**config.mk**
```make
export PLATFORM = sky130hd
export DESIGN_NAME = line_follower_drive_step
export DESIGN_NICKNAME = d
export VERILOG_FILES = /design/src/rtl/core/lfds_pkg.sv /design/src/rtl/core/lfds_queue.sv /design/src/rtl/core/lfds_front.sv /design/src/rtl/core/lfds_div.sv /design/src/rtl/core/lfds_back.sv /design/src/rtl/core/line_follower_drive_step.sv
export SDC_FILE = /design/constraint.sdc
export NUM_CORES = 1
export LEC_CHECK = 0
export BUFFER_PORTS_ARGS = -buffer_cell sky130_fd_sc_hd__buf_2
export CELL_PAD_IN_SITES_DETAIL_PLACEMENT = 1
export CELL_PAD_IN_SITES_GLOBAL_PLACEMENT = 1
export CORE_ASPECT_RATIO = 1.4
export CORE_UTILIZATION = 52
export DETAILED_ROUTE_END_ITERATION = 8
export PLACE_DENSITY = 0.86
export SYNTH_ARGS = -nofsm -noshare
export SYNTH_HDL_FRONTEND = slang
export SYNTH_SLANG_ARGS = --single-unit
```
**constraint.sdc**
```tcl
create_clock -name clk_i -period 10.5 [get_ports clk_i]
set_input_delay 1.05 -clock clk_i [delete_from_list [all_inputs] [get_ports clk_i]]
set_output_delay 1.05 -clock clk_i [all_outputs]
set_load 0.02 [all_outputs]
```
**src/rtl/core/lfds_pkg.sv**
```systemverilog
// Shared types and constants of the line follower drive step.
`default_nettype none

package lfds_pkg;

  // Register indexes of the configuration port.
  typedef enum logic [2:0] {
    CFG_LINE_THRESHOLD  = 3'd0,
    CFG_CRUISE_SPEED    = 3'd1,
    CFG_STEER_SPEED     = 3'd2,
    CFG_BACKUP_SPEED    = 3'd3,
    CFG_CORRECTION_GAIN = 3'd4,
    CFG_LOSS_TIMEOUT_MS = 3'd5,
    CFG_FAULT_LIMIT     = 3'd6,
    CFG_BACKUP_HOLD_MS  = 3'd7
  } cfg_idx_e;

  localparam int unsigned CFG_IDX_W  = 3;
  localparam int unsigned CFG_DATA_W = 16;

  typedef struct packed {
    logic [11:0] line_threshold;
    logic [7:0]  cruise_speed;
    logic [7:0]  steer_speed;
    logic [7:0]  backup_speed;
    logic [7:0]  correction_gain;
    logic [15:0] loss_timeout_ms;
    logic [7:0]  fault_limit;
    logic [7:0]  backup_hold_ms;
  } cfg_t;

  localparam logic [11:0] RST_LINE_THRESHOLD  = 12'd2000;
  localparam logic [7:0]  RST_CRUISE_SPEED    = 8'd150;
  localparam logic [7:0]  RST_STEER_SPEED     = 8'd200;
  localparam logic [7:0]  RST_BACKUP_SPEED    = 8'd120;
  localparam logic [7:0]  RST_CORRECTION_GAIN = 8'd40;
  localparam logic [15:0] RST_LOSS_TIMEOUT_MS = 16'd1500;
  localparam logic [7:0]  RST_FAULT_LIMIT     = 8'd3;
  localparam logic [7:0]  RST_BACKUP_HOLD_MS  = 8'd30;

  localparam logic [7:0] SPIN_HOLD_MS = 8'd80;
  localparam logic [7:0] BIG_ERROR    = 8'd2;
  localparam int         DRIVE_MAX    = 255;
  localparam logic [7:0] FAULT_MAX    = 8'd255;

  // Result item: left 9b, right 9b, hold 8b, stop 1b, zero pad to 32b.
  localparam int unsigned OUT_W = 32;

  // Depth of the queue between the front and back parts.
  localparam int unsigned QUEUE_DEPTH = 2;

  typedef enum logic [2:0] {
    ST_IDLE,
    ST_DECIDE,
    ST_DIV,
    ST_MUL,
    ST_DRIVE,
    ST_STOP,
    ST_REV,
    ST_SPIN
  } back_state_e;

endpackage

`default_nettype wire

```
**src/rtl/core/lfds_queue.sv**
```systemverilog
// Two-entry queue that carries classified items from the front to the back part.
`default_nettype none

module lfds_queue #(
  parameter int unsigned WIDTH = 39,
  parameter int unsigned DEPTH = 2
) (
  input  wire logic             clk_i,
  input  wire logic             rst_ni,
  input  wire logic             push_i,
  input  wire logic [WIDTH-1:0] push_data_i,
  output logic                  full_o,
  input  wire logic             pop_i,
  output logic [WIDTH-1:0]      head_o,
  output logic                  empty_o
);

  localparam int unsigned PTR_W = (DEPTH > 1) ? $clog2(DEPTH) : 1;
  localparam int unsigned CNT_W = $clog2(DEPTH + 1);

  logic [WIDTH-1:0] mem_q [DEPTH];
  logic [PTR_W-1:0] wr_ptr_q, rd_ptr_q;
  logic [CNT_W-1:0] count_q;

  function automatic logic [PTR_W-1:0] ptr_next(input logic [PTR_W-1:0] p);
    logic [PTR_W-1:0] r;
    if (p == PTR_W'(DEPTH - 1)) begin
      r = '0;
    end else begin
      r = p + 1'b1;
    end
    return r;
  endfunction

  assign full_o  = (count_q == CNT_W'(DEPTH));
  assign empty_o = (count_q == '0);
  assign head_o  = mem_q[rd_ptr_q];

  always_ff @(posedge clk_i or negedge rst_ni) begin
    if (!rst_ni) begin
      wr_ptr_q <= '0;
      rd_ptr_q <= '0;
      count_q  <= '0;
    end else begin
      if (push_i) begin
        wr_ptr_q <= ptr_next(wr_ptr_q);
      end
      if (pop_i) begin
        rd_ptr_q <= ptr_next(rd_ptr_q);
      end
      if (push_i && !pop_i) begin
        count_q <= count_q + 1'b1;
      end else if (pop_i && !push_i) begin
        count_q <= count_q - 1'b1;
      end
    end
  end

  always_ff @(posedge clk_i) begin
    if (push_i) begin
      mem_q[wr_ptr_q] <= push_data_i;
    end
  end

endmodule

`default_nettype wire

```
**src/rtl/core/lfds_front.sv**
```systemverilog
// Front part: accepts input items and reduces the samples to a hit mask.
`default_nettype none

module lfds_front #(
  parameter int unsigned SENSORS     = 5,
  parameter int unsigned SAMPLE_BITS = 12,
  localparam int unsigned IN_BITS    = 1 + SENSORS * SAMPLE_BITS + SENSORS + 1 + 32,
  localparam int unsigned IN_W       = ((IN_BITS + 7) / 8) * 8,
  localparam int unsigned REC_W      = SENSORS + 34
) (
  input  wire logic               s_axis_tvalid_i,
  output logic                    s_axis_tready_o,
  input  wire logic [IN_W-1:0]    s_axis_tdata_i,
  input  wire logic [11:0]        threshold_i,
  input  wire logic               queue_full_i,
  output logic                    push_o,
  output logic [REC_W-1:0]        rec_o
);

  localparam int unsigned MASK_LSB = 1 + SENSORS * SAMPLE_BITS;
  localparam int unsigned CMP_W    = (SAMPLE_BITS > 12) ? SAMPLE_BITS : 12;

  logic               enable;
  logic               healthy;
  logic [SENSORS-1:0] valid_mask;
  logic [31:0]        now_ms;
  logic [SENSORS-1:0] hit;

  assign enable     = s_axis_tdata_i[0];
  assign valid_mask = s_axis_tdata_i[MASK_LSB +: SENSORS];
  assign healthy    = s_axis_tdata_i[MASK_LSB + SENSORS];
  assign now_ms     = s_axis_tdata_i[MASK_LSB + SENSORS + 1 +: 32];

  // A sensor is on the line when it is valid and darker than the threshold.
  always_comb begin
    for (int i = 0; i < SENSORS; i++) begin
      hit[i] = valid_mask[i] &&
               (CMP_W'(s_axis_tdata_i[1 + i * SAMPLE_BITS +: SAMPLE_BITS]) <
                CMP_W'(threshold_i));
    end
  end

  assign s_axis_tready_o = !queue_full_i;
  assign push_o          = s_axis_tvalid_i && !queue_full_i;
  assign rec_o           = {now_ms, healthy, enable, hit};

endmodule

`default_nettype wire

```
**src/rtl/core/lfds_div.sv**
```systemverilog
// Small divider by repeated subtraction for the line error.
`default_nettype none

module lfds_div #(
  parameter int unsigned NUM_W = 3,
  parameter int unsigned DEN_W = 3,
  parameter int unsigned QUO_W = 2
) (
  input  wire logic             clk_i,
  input  wire logic             rst_ni,
  input  wire logic             start_i,
  input  wire logic [NUM_W-1:0] num_i,
  input  wire logic [DEN_W-1:0] den_i,
  output logic                  done_o,
  output logic [QUO_W-1:0]      quo_o
);

  localparam int unsigned CW = (NUM_W > DEN_W) ? NUM_W : DEN_W;

  logic             busy_q;
  logic [NUM_W-1:0] rem_q;
  logic [DEN_W-1:0] den_q;
  logic [QUO_W-1:0] quo_q;
  logic             ge;

  assign ge     = CW'(rem_q) >= CW'(den_q);
  assign done_o = busy_q && !ge;
  assign quo_o  = quo_q;

  always_ff @(posedge clk_i or negedge rst_ni) begin
    if (!rst_ni) begin
      busy_q <= 1'b0;
    end else if (start_i) begin
      busy_q <= 1'b1;
    end else if (busy_q && !ge) begin
      busy_q <= 1'b0;
    end
  end

  always_ff @(posedge clk_i) begin
    if (start_i) begin
      rem_q <= num_i;
      den_q <= den_i;
      quo_q <= '0;
    end else if (busy_q && ge) begin
      rem_q <= NUM_W'(CW'(rem_q) - CW'(den_q));
      quo_q <= quo_q + 1'b1;
    end
  end

endmodule

`default_nettype wire

```
**src/rtl/core/lfds_back.sv**
```systemverilog
// Back part: sequences one item at a time and drives the result register.
`default_nettype none

module lfds_back #(
  parameter int unsigned SENSORS = 5,
  localparam int unsigned REC_W  = SENSORS + 34
) (
  input  wire logic                 clk_i,
  input  wire logic                 rst_ni,
  input  wire lfds_pkg::cfg_t       cfg_i,
  input  wire logic [REC_W-1:0]     head_i,
  input  wire logic                 empty_i,
  output logic                      pop_o,
  output logic                      m_axis_tvalid_o,
  input  wire logic                 m_axis_tready_i,
  output logic [lfds_pkg::OUT_W-1:0] m_axis_tdata_o,
  output logic                      m_axis_tlast_o
);

  import lfds_pkg::*;

  localparam int HALF   = SENSORS / 2;
  localparam int ERR_W  = $clog2(HALF + 1) + 1;
  localparam int QUO_W  = ERR_W - 1;
  localparam int SUM_W  = $clog2(HALF * (HALF + 1) / 2 + 1) + 1;
  localparam int CNT_W  = $clog2(SENSORS + 1);
  localparam int CORR_W = ERR_W + 9;
  localparam int DRV_W  = CORR_W + 1;

  back_state_e state_q, state_d;

  // Item under work.
  logic                    en_q, healthy_q;
  logic [31:0]             now_q;
  logic signed [SUM_W-1:0] sum_q;
  logic [CNT_W-1:0]        hits_q;

  // Controller state.
  logic [31:0]             seen_q;
  logic signed [ERR_W-1:0] prev_q;
  logic [7:0]              fault_q;

  logic signed [ERR_W-1:0]  err_q;
  logic                     big_q;
  logic signed [CORR_W-1:0] corr_q;

  // Result register.
  logic       out_valid_q;
  logic [8:0] out_left_q, out_right_q;
  logic [7:0] out_hold_q;
  logic       out_stop_q, out_last_q;

  logic [SENSORS-1:0]      head_hit;
  logic signed [SUM_W-1:0] head_sum;
  logic [CNT_W-1:0]        head_hits;
  logic [7:0]              fc_inc;
  logic                    fault_stop;
  logic [31:0]             elapsed;
  logic                    timed_out;
  logic                    can_emit;
  logic                    load_out;
  logic [8:0]              nx_left, nx_right;
  logic [7:0]              nx_hold;
  logic                    nx_stop, nx_last;
  logic                    div_start, div_done;
  logic [QUO_W-1:0]        quo;
  logic                    neg;
  logic [SUM_W-1:0]        mag;
  logic signed [ERR_W-1:0] err_new;
  logic signed [DRV_W-1:0] base_ext, corr_ext, l_raw, r_raw;
  logic [8:0]              turn9, rev9;
  logic                    dpos;

  function automatic logic [8:0] clamp9(input logic signed [DRV_W-1:0] v);
    logic [8:0] r;
    if (v > DRV_W'(DRIVE_MAX)) begin
      r = 9'(DRIVE_MAX);
    end else if (v < DRV_W'(-DRIVE_MAX)) begin
      r = 9'(-DRIVE_MAX);
    end else begin
      r = v[8:0];
    end
    return r;
  endfunction

  // Weighted sum and hit count of the queue head, weight i - SENSORS/2.
  assign head_hit = head_i[SENSORS-1:0];
  always_comb begin
    head_sum  = '0;
    head_hits = '0;
    for (int i = 0; i < SENSORS; i++) begin
      if (head_hit[i]) begin
        head_sum  = head_sum + SUM_W'(i - HALF);
        head_hits = head_hits + 1'b1;
      end
    end
  end

  assign fc_inc     = (fault_q == FAULT_MAX) ? FAULT_MAX : fault_q + 1'b1;
  assign fault_stop = !healthy_q && (fc_inc >= cfg_i.fault_limit);
  assign elapsed    = now_q - seen_q;
  assign timed_out  = elapsed > {16'b0, cfg_i.loss_timeout_ms};
  assign can_emit   = !out_valid_q || m_axis_tready_i;

  assign neg = sum_q[SUM_W-1];
  assign mag = neg ? SUM_W'(-sum_q) : SUM_W'(sum_q);

  lfds_div #(
    .NUM_W(SUM_W),
    .DEN_W(CNT_W),
    .QUO_W(QUO_W)
  ) u_div (
    .clk_i  (clk_i),
    .rst_ni (rst_ni),
    .start_i(div_start),
    .num_i  (mag),
    .den_i  (hits_q),
    .done_o (div_done),
    .quo_o  (quo)
  );

  assign err_new = neg ? -$signed({1'b0, quo}) : $signed({1'b0, quo});

  assign base_ext = DRV_W'({1'b0, big_q ? cfg_i.steer_speed : cfg_i.cruise_speed});
  assign corr_ext = DRV_W'(corr_q);
  assign l_raw    = base_ext - corr_ext;
  assign r_raw    = base_ext + corr_ext;

  assign turn9 = {1'b0, cfg_i.steer_speed};
  assign rev9  = -{1'b0, cfg_i.backup_speed};
  assign dpos  = !prev_q[ERR_W-1];

  always_comb begin
    state_d   = state_q;
    pop_o     = 1'b0;
    div_start = 1'b0;
    load_out  = 1'b0;
    nx_left   = '0;
    nx_right  = '0;
    nx_hold   = '0;
    nx_stop   = 1'b0;
    nx_last   = 1'b1;
    unique case (state_q)
      ST_IDLE: begin
        if (!empty_i) begin
          pop_o   = 1'b1;
          state_d = ST_DECIDE;
        end
      end
      ST_DECIDE: begin
        if (!en_q || fault_stop) begin
          state_d = ST_STOP;
        end else if (hits_q == '0) begin
          state_d = timed_out ? ST_STOP : ST_REV;
        end else begin
          div_start = 1'b1;
          state_d   = ST_DIV;
        end
      end
      ST_DIV: begin
        if (div_done) begin
          state_d = ST_MUL;
        end
      end
      ST_MUL: begin
        state_d = ST_DRIVE;
      end
      ST_DRIVE: begin
        nx_left  = clamp9(l_raw);
        nx_right = clamp9(r_raw);
        if (can_emit) begin
          load_out = 1'b1;
          state_d  = ST_IDLE;
        end
      end
      ST_STOP: begin
        nx_stop = 1'b1;
        if (can_emit) begin
          load_out = 1'b1;
          state_d  = ST_IDLE;
        end
      end
      ST_REV: begin
        nx_left  = rev9;
        nx_right = rev9;
        nx_hold  = cfg_i.backup_hold_ms;
        nx_last  = 1'b0;
        if (can_emit) begin
          load_out = 1'b1;
          state_d  = ST_SPIN;
        end
      end
      ST_SPIN: begin
        nx_left  = dpos ? -turn9 : turn9;
        nx_right = dpos ? turn9 : -turn9;
        nx_hold  = SPIN_HOLD_MS;
        if (can_emit) begin
          load_out = 1'b1;
          state_d  = ST_IDLE;
        end
      end
      default: begin
        state_d = ST_IDLE;
      end
    endcase
  end

  always_ff @(posedge clk_i or negedge rst_ni) begin
    if (!rst_ni) begin
      state_q     <= ST_IDLE;
      out_valid_q <= 1'b0;
      seen_q      <= '0;
      prev_q      <= '0;
      fault_q     <= '0;
    end else begin
      state_q <= state_d;
      if (load_out) begin
        out_valid_q <= 1'b1;
      end else if (m_axis_tready_i) begin
        out_valid_q <= 1'b0;
      end
      if (state_q == ST_DECIDE) begin
        if (!en_q) begin
          seen_q  <= now_q;
          prev_q  <= '0;
          fault_q <= '0;
        end else if (!healthy_q) begin
          fault_q <= fc_inc;
        end else begin
          fault_q <= '0;
        end
      end
      if (state_q == ST_DIV && div_done) begin
        seen_q <= now_q;
        prev_q <= err_new;
      end
    end
  end

  always_ff @(posedge clk_i) begin
    if (pop_o) begin
      en_q      <= head_i[SENSORS];
      healthy_q <= head_i[SENSORS+1];
      now_q     <= head_i[SENSORS+2 +: 32];
      sum_q     <= head_sum;
      hits_q    <= head_hits;
    end
    if (state_q == ST_DIV && div_done) begin
      err_q <= err_new;
      big_q <= ({{(8 - QUO_W){1'b0}}, quo} >= BIG_ERROR);
    end
    if (state_q == ST_MUL) begin
      corr_q <= err_q * $signed({1'b0, cfg_i.correction_gain});
    end
    if (load_out) begin
      out_left_q  <= nx_left;
      out_right_q <= nx_right;
      out_hold_q  <= nx_hold;
      out_stop_q  <= nx_stop;
      out_last_q  <= nx_last;
    end
  end

  assign m_axis_tvalid_o = out_valid_q;
  assign m_axis_tdata_o  = {5'b0, out_stop_q, out_hold_q, out_right_q, out_left_q};
  assign m_axis_tlast_o  = out_last_q;

`ifndef ASSERT_OFF
  // The divider never starts without at least one sensor on the line.
  a_div_nonzero: assert property (@(posedge clk_i) disable iff (!rst_ni)
    div_start |-> hits_q != '0)
    else $error("divider started with zero hits");

  // A stop result always carries zero drives and no hold.
  a_stop_zero: assert property (@(posedge clk_i) disable iff (!rst_ni)
    (out_valid_q && out_stop_q) |->
      (out_left_q == '0 && out_right_q == '0 && out_hold_q == '0 && out_last_q))
    else $error("stop result with nonzero payload");

  // The result register is only reloaded once its item is gone.
  a_no_overwrite: assert property (@(posedge clk_i) disable iff (!rst_ni)
    load_out |-> (!out_valid_q || m_axis_tready_i))
    else $error("result register overwritten while stalled");

  // The first result of a search pair is followed by the spin result.
  a_rev_then_spin: assert property (@(posedge clk_i) disable iff (!rst_ni)
    (load_out && !nx_last) |=> state_q == ST_SPIN)
    else $error("reverse result not followed by spin");
`endif

endmodule

`default_nettype wire

```
**src/rtl/core/line_follower_drive_step.sv**
```systemverilog
// Top level of the line follower drive step: config registers, front, queue, back.
//
//  Channel  | Direction | Handshake                | Payload
//  ---------+-----------+--------------------------+-----------------------------------
//  s_axis   | in        | s_axis_tvalid/tready     | tdata: enable, sensors, mask, ...
//  m_axis   | out       | m_axis_tvalid/tready     | tdata: drives, hold, stop; tlast
//  cfg      | in        | cfg_valid_i/cfg_ready_o  | cfg_index_i, cfg_data_i
//
// In the back part an item passes IDLE and DECIDE, then STOP when it ends in a stop,
// REV and SPIN when it starts a line search (two results), or DIV, MUL and DRIVE when
// the line is found, where the repeated-subtraction divider sets the time in DIV.
// Reset clears the controller state and loads the register defaults; there is no
// clearing pass. A two-item queue sits between the front and back parts, so input
// items are still taken while a result waits in the output register.
`default_nettype none

module line_follower_drive_step #(
  parameter int unsigned SENSORS     = 5,
  parameter int unsigned SAMPLE_BITS = 12,
  localparam int unsigned IN_BITS    = 1 + SENSORS * SAMPLE_BITS + SENSORS + 1 + 32,
  localparam int unsigned IN_W       = ((IN_BITS + 7) / 8) * 8
) (
  input  wire logic                          clk_i,
  input  wire logic                          rst_ni,
  // tdata, from bit 0: enable, sensor_0 .. sensor_N-1, valid_mask, healthy, now_ms, pad
  input  wire logic                          s_axis_tvalid_i,
  output logic                               s_axis_tready_o,
  input  wire logic [IN_W-1:0]               s_axis_tdata_i,
  // tdata, from bit 0: left_drive, right_drive, hold_ms, stop, zero pad
  output logic                               m_axis_tvalid_o,
  input  wire logic                          m_axis_tready_i,
  output logic [lfds_pkg::OUT_W-1:0]         m_axis_tdata_o,
  output logic                               m_axis_tlast_o,
  input  wire logic                          cfg_valid_i,
  output logic                               cfg_ready_o,
  input  wire logic [lfds_pkg::CFG_IDX_W-1:0]  cfg_index_i,
  input  wire logic [lfds_pkg::CFG_DATA_W-1:0] cfg_data_i
);

  import lfds_pkg::*;

  localparam int unsigned REC_W = SENSORS + 34;

  cfg_t cfg_q;

  logic             push;
  logic [REC_W-1:0] rec;
  logic             queue_full;
  logic             pop;
  logic [REC_W-1:0] head;
  logic             queue_empty;

  // Registers are written whenever presented; the block is idle by contract.
  assign cfg_ready_o = 1'b1;

  always_ff @(posedge clk_i or negedge rst_ni) begin
    if (!rst_ni) begin
      cfg_q.line_threshold  <= RST_LINE_THRESHOLD;
      cfg_q.cruise_speed    <= RST_CRUISE_SPEED;
      cfg_q.steer_speed     <= RST_STEER_SPEED;
      cfg_q.backup_speed    <= RST_BACKUP_SPEED;
      cfg_q.correction_gain <= RST_CORRECTION_GAIN;
      cfg_q.loss_timeout_ms <= RST_LOSS_TIMEOUT_MS;
      cfg_q.fault_limit     <= RST_FAULT_LIMIT;
      cfg_q.backup_hold_ms  <= RST_BACKUP_HOLD_MS;
    end else if (cfg_valid_i) begin
      unique case (cfg_idx_e'(cfg_index_i))
        CFG_LINE_THRESHOLD:  cfg_q.line_threshold  <= cfg_data_i[11:0];
        CFG_CRUISE_SPEED:    cfg_q.cruise_speed    <= cfg_data_i[7:0];
        CFG_STEER_SPEED:     cfg_q.steer_speed     <= cfg_data_i[7:0];
        CFG_BACKUP_SPEED:    cfg_q.backup_speed    <= cfg_data_i[7:0];
        CFG_CORRECTION_GAIN: cfg_q.correction_gain <= cfg_data_i[7:0];
        CFG_LOSS_TIMEOUT_MS: cfg_q.loss_timeout_ms <= cfg_data_i[15:0];
        CFG_FAULT_LIMIT:     cfg_q.fault_limit     <= cfg_data_i[7:0];
        CFG_BACKUP_HOLD_MS:  cfg_q.backup_hold_ms  <= cfg_data_i[7:0];
        default: begin
        end
      endcase
    end
  end

  // The front part compares every sample against the threshold as the item is taken.
  lfds_front #(
    .SENSORS    (SENSORS),
    .SAMPLE_BITS(SAMPLE_BITS)
  ) u_front (
    .s_axis_tvalid_i(s_axis_tvalid_i),
    .s_axis_tready_o(s_axis_tready_o),
    .s_axis_tdata_i (s_axis_tdata_i),
    .threshold_i    (cfg_q.line_threshold),
    .queue_full_i   (queue_full),
    .push_o         (push),
    .rec_o          (rec)
  );

  lfds_queue #(
    .WIDTH(REC_W),
    .DEPTH(QUEUE_DEPTH)
  ) u_queue (
    .clk_i      (clk_i),
    .rst_ni     (rst_ni),
    .push_i     (push),
    .push_data_i(rec),
    .full_o     (queue_full),
    .pop_i      (pop),
    .head_o     (head),
    .empty_o    (queue_empty)
  );

  // The back part holds the controller state and owns the result register.
  lfds_back #(
    .SENSORS(SENSORS)
  ) u_back (
    .clk_i          (clk_i),
    .rst_ni         (rst_ni),
    .cfg_i          (cfg_q),
    .head_i         (head),
    .empty_i        (queue_empty),
    .pop_o          (pop),
    .m_axis_tvalid_o(m_axis_tvalid_o),
    .m_axis_tready_i(m_axis_tready_i),
    .m_axis_tdata_o (m_axis_tdata_o),
    .m_axis_tlast_o (m_axis_tlast_o)
  );

endmodule

`default_nettype wire
```
Word-level counts from Yosys, hierarchy flattened
Memories as Yosys holds them, arrays and structs flattened. Index checks and enable logic that the tools add are counted. W data, S select, Z words.

Bits in registers: 220. RAM bits: 78. Input port bits: 128. Output and inout port bits: 36. Word-level logic and storage cells: 191. Memories kept: 1.

Memories: u_queue.mem_q (words 2, bits a word 39, read ports 1, clocked after memory_dff 0, wr ports 1, line lfds_queue.sv:21) `logic [WIDTH-1:0] mem_q [DEPTH];`.

$add $sub $neg: 21. Multiply operators: 1. $lt $le $gt $ge: 13. Equality and inequality tests: 21. Muxes and demuxes: 59. Reduce and logical (&&, ||, !) cells: 42.

Operators with widths (count): $mux W32 (3); $mux W3 (21); $lt A12 B12 Y1 (5); $mux W9 (6); $pmux W9 S3 (2); $gt A32 B16 Y1 (1); $mux W8 (4); $sub A32 B32 Y32 (1); $gt A13 B9 Y1 const B (2); $lt A13 B9 Y1 const B (2); $eq A3 B3 Y1 const B (8); $mux W1 (18); $neg A8 Y9 (2); $pmux W3 S6 (1); $reduce_and A2 Y1 (9); $pmux W8 S2 (1); $add A9 B12 Y13 (1); $sub A9 B12 Y13 (1); $add A3 B1 Y3 const B (4); $eq A3 B2 Y1 const B (4); $logic_and A1 B1 Y1 (12); $mul A3 B9 Y12 (1); $reduce_bool A2 Y1 (5); $logic_not A3 Y1 (3); 25 further kinds (40).

Depth between registers and ports, before layout
An unclocked memory read counts as a cell.

Depth in word-level cells: 10. Gate-level depth with buffers: 20. Gate-level depth less buffers: 20.

Cells and area by module
From an unflattened synthesis, not the netlist that was laid out.

Cell total of the unflattened synthesis: 1633. Area, all modules: 18131.1 µm².

Modules (own cells, without submodules): lfds_back (instances 1, cells an instance 1100, area an instance 10084.7 µm², sequential area each 3648.5 µm²); line_follower_drive_step (instances 1, cells an instance 171, area an instance 3052.9 µm², sequential area each 1941.9 µm²); lfds_queue (instances 1, cells an instance 137, area an instance 3012.9 µm², sequential area each 2442.3 µm²); lfds_front (instances 1, cells an instance 184, area an instance 1506.4 µm², sequential area each 0.0 µm²); lfds_div (instances 1, cells an instance 41, area an instance 474.2 µm², sequential area each 245.2 µm²).

Worst setup path after synthesis
No wires, ideal clock.

Kind: reg-to-reg. Start point: register u_back.state_q[0]. End point: register u_queue.count_q[1]. Library setup time: 79 ps. Arrival: 5565 ps. Required time: 10421 ps. Slack: 4856 ps. Cell stages (with the launch flop): 8. Path through: dfrtp_1 clkbuf_1 nor4_1 inv_1 ha_1 xor2_1 nor2_1 xor2_1.

Longest elaborated chain between the ends: 5. Elaborated cells on any way between the ends: 7. Classes of those cells: 2 x mux; 5 x reduce/logical.

Ends and longest elaborated chain: start: declaration (line lfds_back.sv:30) `back_state_e state_q, state_d;`; start signal: assignment (line lfds_back.sv:216) `state_q <= state_d;`; $logic_not A3 Y1 (*) (line lfds_back.sv:143) `unique case (state_q)`; $mux W1 (*) (line lfds_back.sv:143); via pop (line line_follower_drive_step.sv:49) `logic pop;`; $logic_not A1 Y1 (line lfds_queue.sv:51) `if (push_i && !pop_i) begin`; $logic_and A1 B1 Y1 (line lfds_queue.sv:51); $mux W2 or $reduce_bool A2 Y1 (tied branches); end signal: assignment (line lfds_queue.sv:52) `count_q <= count_q + 1'b1;`; end signal: assignment (line lfds_queue.sv:54) `count_q <= count_q - 1'b1;`; end: declaration (line lfds_queue.sv:23) `logic [CNT_W-1:0] count_q;`.

Mark *: on every way through the listed nets, which the timed path passes. The rest lies on a longest branch. A chain may end at the register's enable or synchronous reset.

Worst setup path after layout
Start point: register u_back.seen_q[0]. End point: register u_back.state_q[0].

Longest elaborated chain between the ends: 6.

Ends and longest elaborated chain: start: declaration (line lfds_back.sv:39) `logic [31:0] seen_q;`; start signal: assignment (line lfds_back.sv:224) `seen_q <= now_q;`; start signal: assignment (line lfds_back.sv:234) `seen_q <= now_q;`; $sub A32 B32 Y32 (line lfds_back.sv:101) `assign elapsed = now_q - seen_q;`; $gt A32 B16 Y1 (line lfds_back.sv:102) `assign timed_out = elapsed > {16'b0, cfg_i.loss_timeout_ms};`; $mux W2 (line lfds_back.sv:154) `state_d = timed_out ? ST_STOP : ST_REV;`; $mux W3 (line lfds_back.sv:153) `end else if (hits_q == '0) begin`; $mux W3 (line lfds_back.sv:151) `if (!en_q || fault_stop) begin`; $pmux W3 S6 (line lfds_back.sv:143).

No other way between the ends.

==> key figures <==
Synthesis
  – Number of synthesized flops with an enable pin: 168
  – Mean cell area of the mapped netlist: 11.1 um^2
  – Cells after Synth: 1561
  – Fraction of post-synthesis cell area in the top cell type by area: 29.2%
  – Most area-hungry cell type in the Yosys netlist: edfxtp_1
  – Synth Cell Area: 17300 um^2
  – Total number of yosys warnings: 0
  – Most used DFF post-synth: edfxtp_1
  – Number of synthesized register bits: 296
  – Main area contributors after synthesis: edfxtp_1, dfrtp_1, ha_1
  – Sequential share of the synthesized area: 47.9%
  – Fraction of registers with async set or reset after synthesis: 42.6%
  – Distinct cells, synth: 80

Timing
  – Count of final hold-check violations: 0
  – Setup repair after global routing missed its margin: no
  – Clock Skews: 13.1 ps
  – Fin. max-slew vios: 0
  – Slew @ Worst Pin: 1290 ps
  – Sum of negative setup slack: 0 ps
  – Worst Slack Setup Final: 5810 ps
  – Setup Viol. Count Final: 0
  – Max-Slew Margin vs Limit: 13.9%
  – Clock period minus worst slack: 4690 ps
  – Top achievable clock speed: 0.213 GHz
  – Final period util: 44.7%

CTS
  – Max clock buf depth: 3
  – TritonCTS Buffers: 29
  – CTS clk-pin slew, worst paths: 70 ps
  – Clk_lat worst skew: 580 ps
  – Hold bufs inserted after CTS: 0
  – Count of clock tree sinks: 296
  – Number of resized instances in the post-cts repair step: 0
  – Post-CTS setup buffers: 0
  – Number of H-tree branching levels: 1
  – TritonCTS clock tree: built
  – Clock tree root buffer cell: clkbuf_16

Worst setup path
  – Slowest Stage Delay on Critical Path: 480 ps
  – Cell-by-cell trace of the critical path: ha_1 > fa_1 > nand2b_1 > a21oi_1 > o211ai_1 > nor2b_1 > xnor2_1 > ha_1 > and4_1 > nand2_1 > nor2_1 > a221o_1 > o22ai_1 > o211ai_1 > nor4b_2 > nand4_1 > o41ai_2 > a31oi_1
  – Maximum fanout along the worst path: 4
  – Largest delay share family, worst path: compound AO/OA/AOI/OAI gates
  – Critical Path AT: 5130 ps
  – CP Buf/Inv Count: 0
  – Type of origin of the critical path: flip-flop
  – Crit path capture type: flip-flop
  – Crit path required time: 10940 ps
  – Slowest cell on the critical path: o41ai_2
  – Worst Setup Path Type: reg2reg

Final layout
  – Core Util, Final: 60.0%
  – Final std cells w/o fill: 2169
  – Design area: 19600 um^2
  – Synth-to-Final Area Change: 13.0%
  – Layout cells sized above 1: 21.8%
  – Number of nets in the layout: 2001

GRT
  – Initial antenna violation count: 2
  – Pin count of the biggest net entering global routing: 72
  – Total overflow reported by the global router: 0
  – Met1 layer usage reported by global route: 26.4%
  – All-Layer GR Usage: 28.3%
  – Number of global-route vias before repair: 14600
  – Grt peak-use layer: met2
  – GRT met2 Usage: 56.5%
  – Global-route wire length before repair: 74.4 mm
  – GR met3 Demand/Resource: 3.12%

Pwr
  – Combinational power share: 49.0%
  – Sequential Power Share: 31.9%
  – Power share of the clock group: 19.1%
  – Internal cell power: 3.55 mW
  – Switching share of power: 41.0%
  – Power Dens Cells: 308 nW/um^2
  – Switching Power: 2.47 mW
  – Leakage power summed over all cells: 8.38 nW
  – Peak ir drop on the vdd network: 0.238 mV

Routing
  – Post-DR vias/cell: 5.86
  – Remaining antenna violation count after routing: 0
  – Detailed-routing iteration count for the pre-antenna-repair pass: 4
  – Total Routed Length: 46.4 mm
  – WL/cell: 21.4 um
  – Iteration-0 DRC count of the detailed router: 464
  – Via total after detailed routing: 12700
  – Drc violations: 0

Placement
  – Placement Cell Area: 18500 um^2
  – IO Port Bufs: 152
  – Final estimated routing congestion in global placement: 0.918
  – Detail Placement HPWL: 33.9 mm
  – DP Worst Slack: 5860 ps
  – Number of placed instances with taps included: 2113

Die
  – Number of placement rows: 78
  – Area of the core: 32600 um^2
  – Die width: 156 um
  – Top-level I/O count: 164
  – Vertical die dimension: 218 um
  – Starting density of the core: 53.1%
  – Area of the die: 34000 um^2

Run
  – Total of max-cap violations: 0

Run status
  – Result of the run: finished, final reports clean

Hold path
  – Type of the worst min-delay path: reg2reg
[power groups by stage]
stage                     logic (mW)  registers (mW)  clock network, mW
after global routing            3.25            1.95               1.20
after CTS                       2.95            1.92               1.17
after global placement          2.69            1.89                  0
final                           2.95            1.92               1.15
after detailed placement        2.87            1.93                  0
after floorplan                 2.09            1.89                  0
[cells in the final DEF (no fill, tap or decap), types with 10 or more instances in the layout]
cell type / count
nor3_1: 18
clkbuf_16: 29
o21ai_0: 98
buf_2: 151
buf_4: 11
edfxtp_1: 168
mux2_2: 109
nor2b_1: 17
nand4_1: 11
nand2b_1: 34
and3_1: 11
ha_1: 157
nand2_1: 132
dfrtp_1: 93
mux2i_1: 16
xor2_1: 21
o21a_1: 13
o21bai_1: 10
a21oi_1: 85
fa_1: 12
inv_1: 136
and2_1: 21
nand3_1: 21
a21o_1: 30
dfstp_2: 32
xnor2_1: 53
nor2_1: 57
[flip-flops by register name, summed over array words and instances, names as in the netlist, 2 cells and up]
signal	count
cfg_q	76
u_back.out_left_q	9
u_queue.mem_q	78
u_queue.count_q	2
u_back.u_div.quo_o	2
u_back.fault_q	8
u_back.now_q	32
u_back.corr_q	12
u_back.hits_q	3
u_back.err_q	3
u_back.state_q	3
u_back.u_div.den_q	3
u_back.out_hold_q	8
u_back.out_right_q	9
u_back.seen_q	32
u_back.sum_q	3
u_back.u_div.rem_q	3
[Yosys cell counts (9+ instances only)]
cell	instances
fa_1	12
o21ai_0	98
xnor2_1	53
nand3_1	21
ha_1	157
a21o_1	30
a21oi_1	85
edfxtp_1	168
o21bai_1	10
a31oi_1	9
mux2i_1	16
clkbuf_1	44
dfrtp_1	94
o21a_1	13
dfstp_2	32
nand4_1	11
nand2_1	132
nor3_1	19
nor2b_1	17
o211ai_1	9
o21ai_1	9
and2_1	21
nor2_1	58
mux2_2	109
xor2_1	21
and3_1	12
a22o_1	9
nand2b_1	34
inv_1	136
[logic make-up (layout without fill, tap and decap cells)]
family | count (synthesis) | after routing | synth area share [%]
simple gates | 368 | 368 | 10.7
xor+xnor | 74 | 74 | 3.75
compound gates | 337 | 337 | 12.6
fa+ha+maj | 169 | 169 | 12.7
other cells | 2 | 8 | 0.0434
buf+inv | 190 | 352 | 4.32
mux | 125 | 125 | 8.02
flops | 296 | 296 | 47.9
[area by class of cell]
type	count	area, um^2
clock inverters	23	317
clock buffers	31	733
flip-flops and latches	296	8280
multi-input cells	1079	8320
repair buffers	162	838
fillers	3534	13000
diodes	2	5.00
well taps	440	551
inverters	136	510
[per-layer routing]
layer	share of wire (%)	vias up
met1	34	6321
met2	57	329
met4	6.8	0
met5	0	-
met3	3.0	187
li1	-	5876
[per-stage QoR]
| step | hold WS, ps | total power [mW] |
|---|---|---|
| after floorplan | 408 | 3.98 |
| after global placement | 431 | 4.58 |
| after detailed placement | 437 | 4.80 |
| after CTS | 469 | 6.03 |
| after global routing | 485 | 6.41 |
| final | 471 | 6.02 |
[path summary, 6_finish.rpt]
path / startpoint / end / slack [ps] / cells past startpoint
max: u_back.seen_q[0] / u_back.state_q[0] / 5810 / 18
max in group asynchronous: rst_ni / cfg_q[0] / 8490 / 2
min in group asynchronous: rst_ni / u_back.seen_q[19] / 540 / 1
min reg2reg: u_back.hits_q[2] / u_back.u_div.den_q[2] / 470 / 0
min: u_back.hits_q[2] / u_back.u_div.den_q[2] / 470 / 0
max reg2reg: u_back.seen_q[0] / u_back.state_q[0] / 5810 / 18
Note: power is estimated with default switching activity, not from simulation.
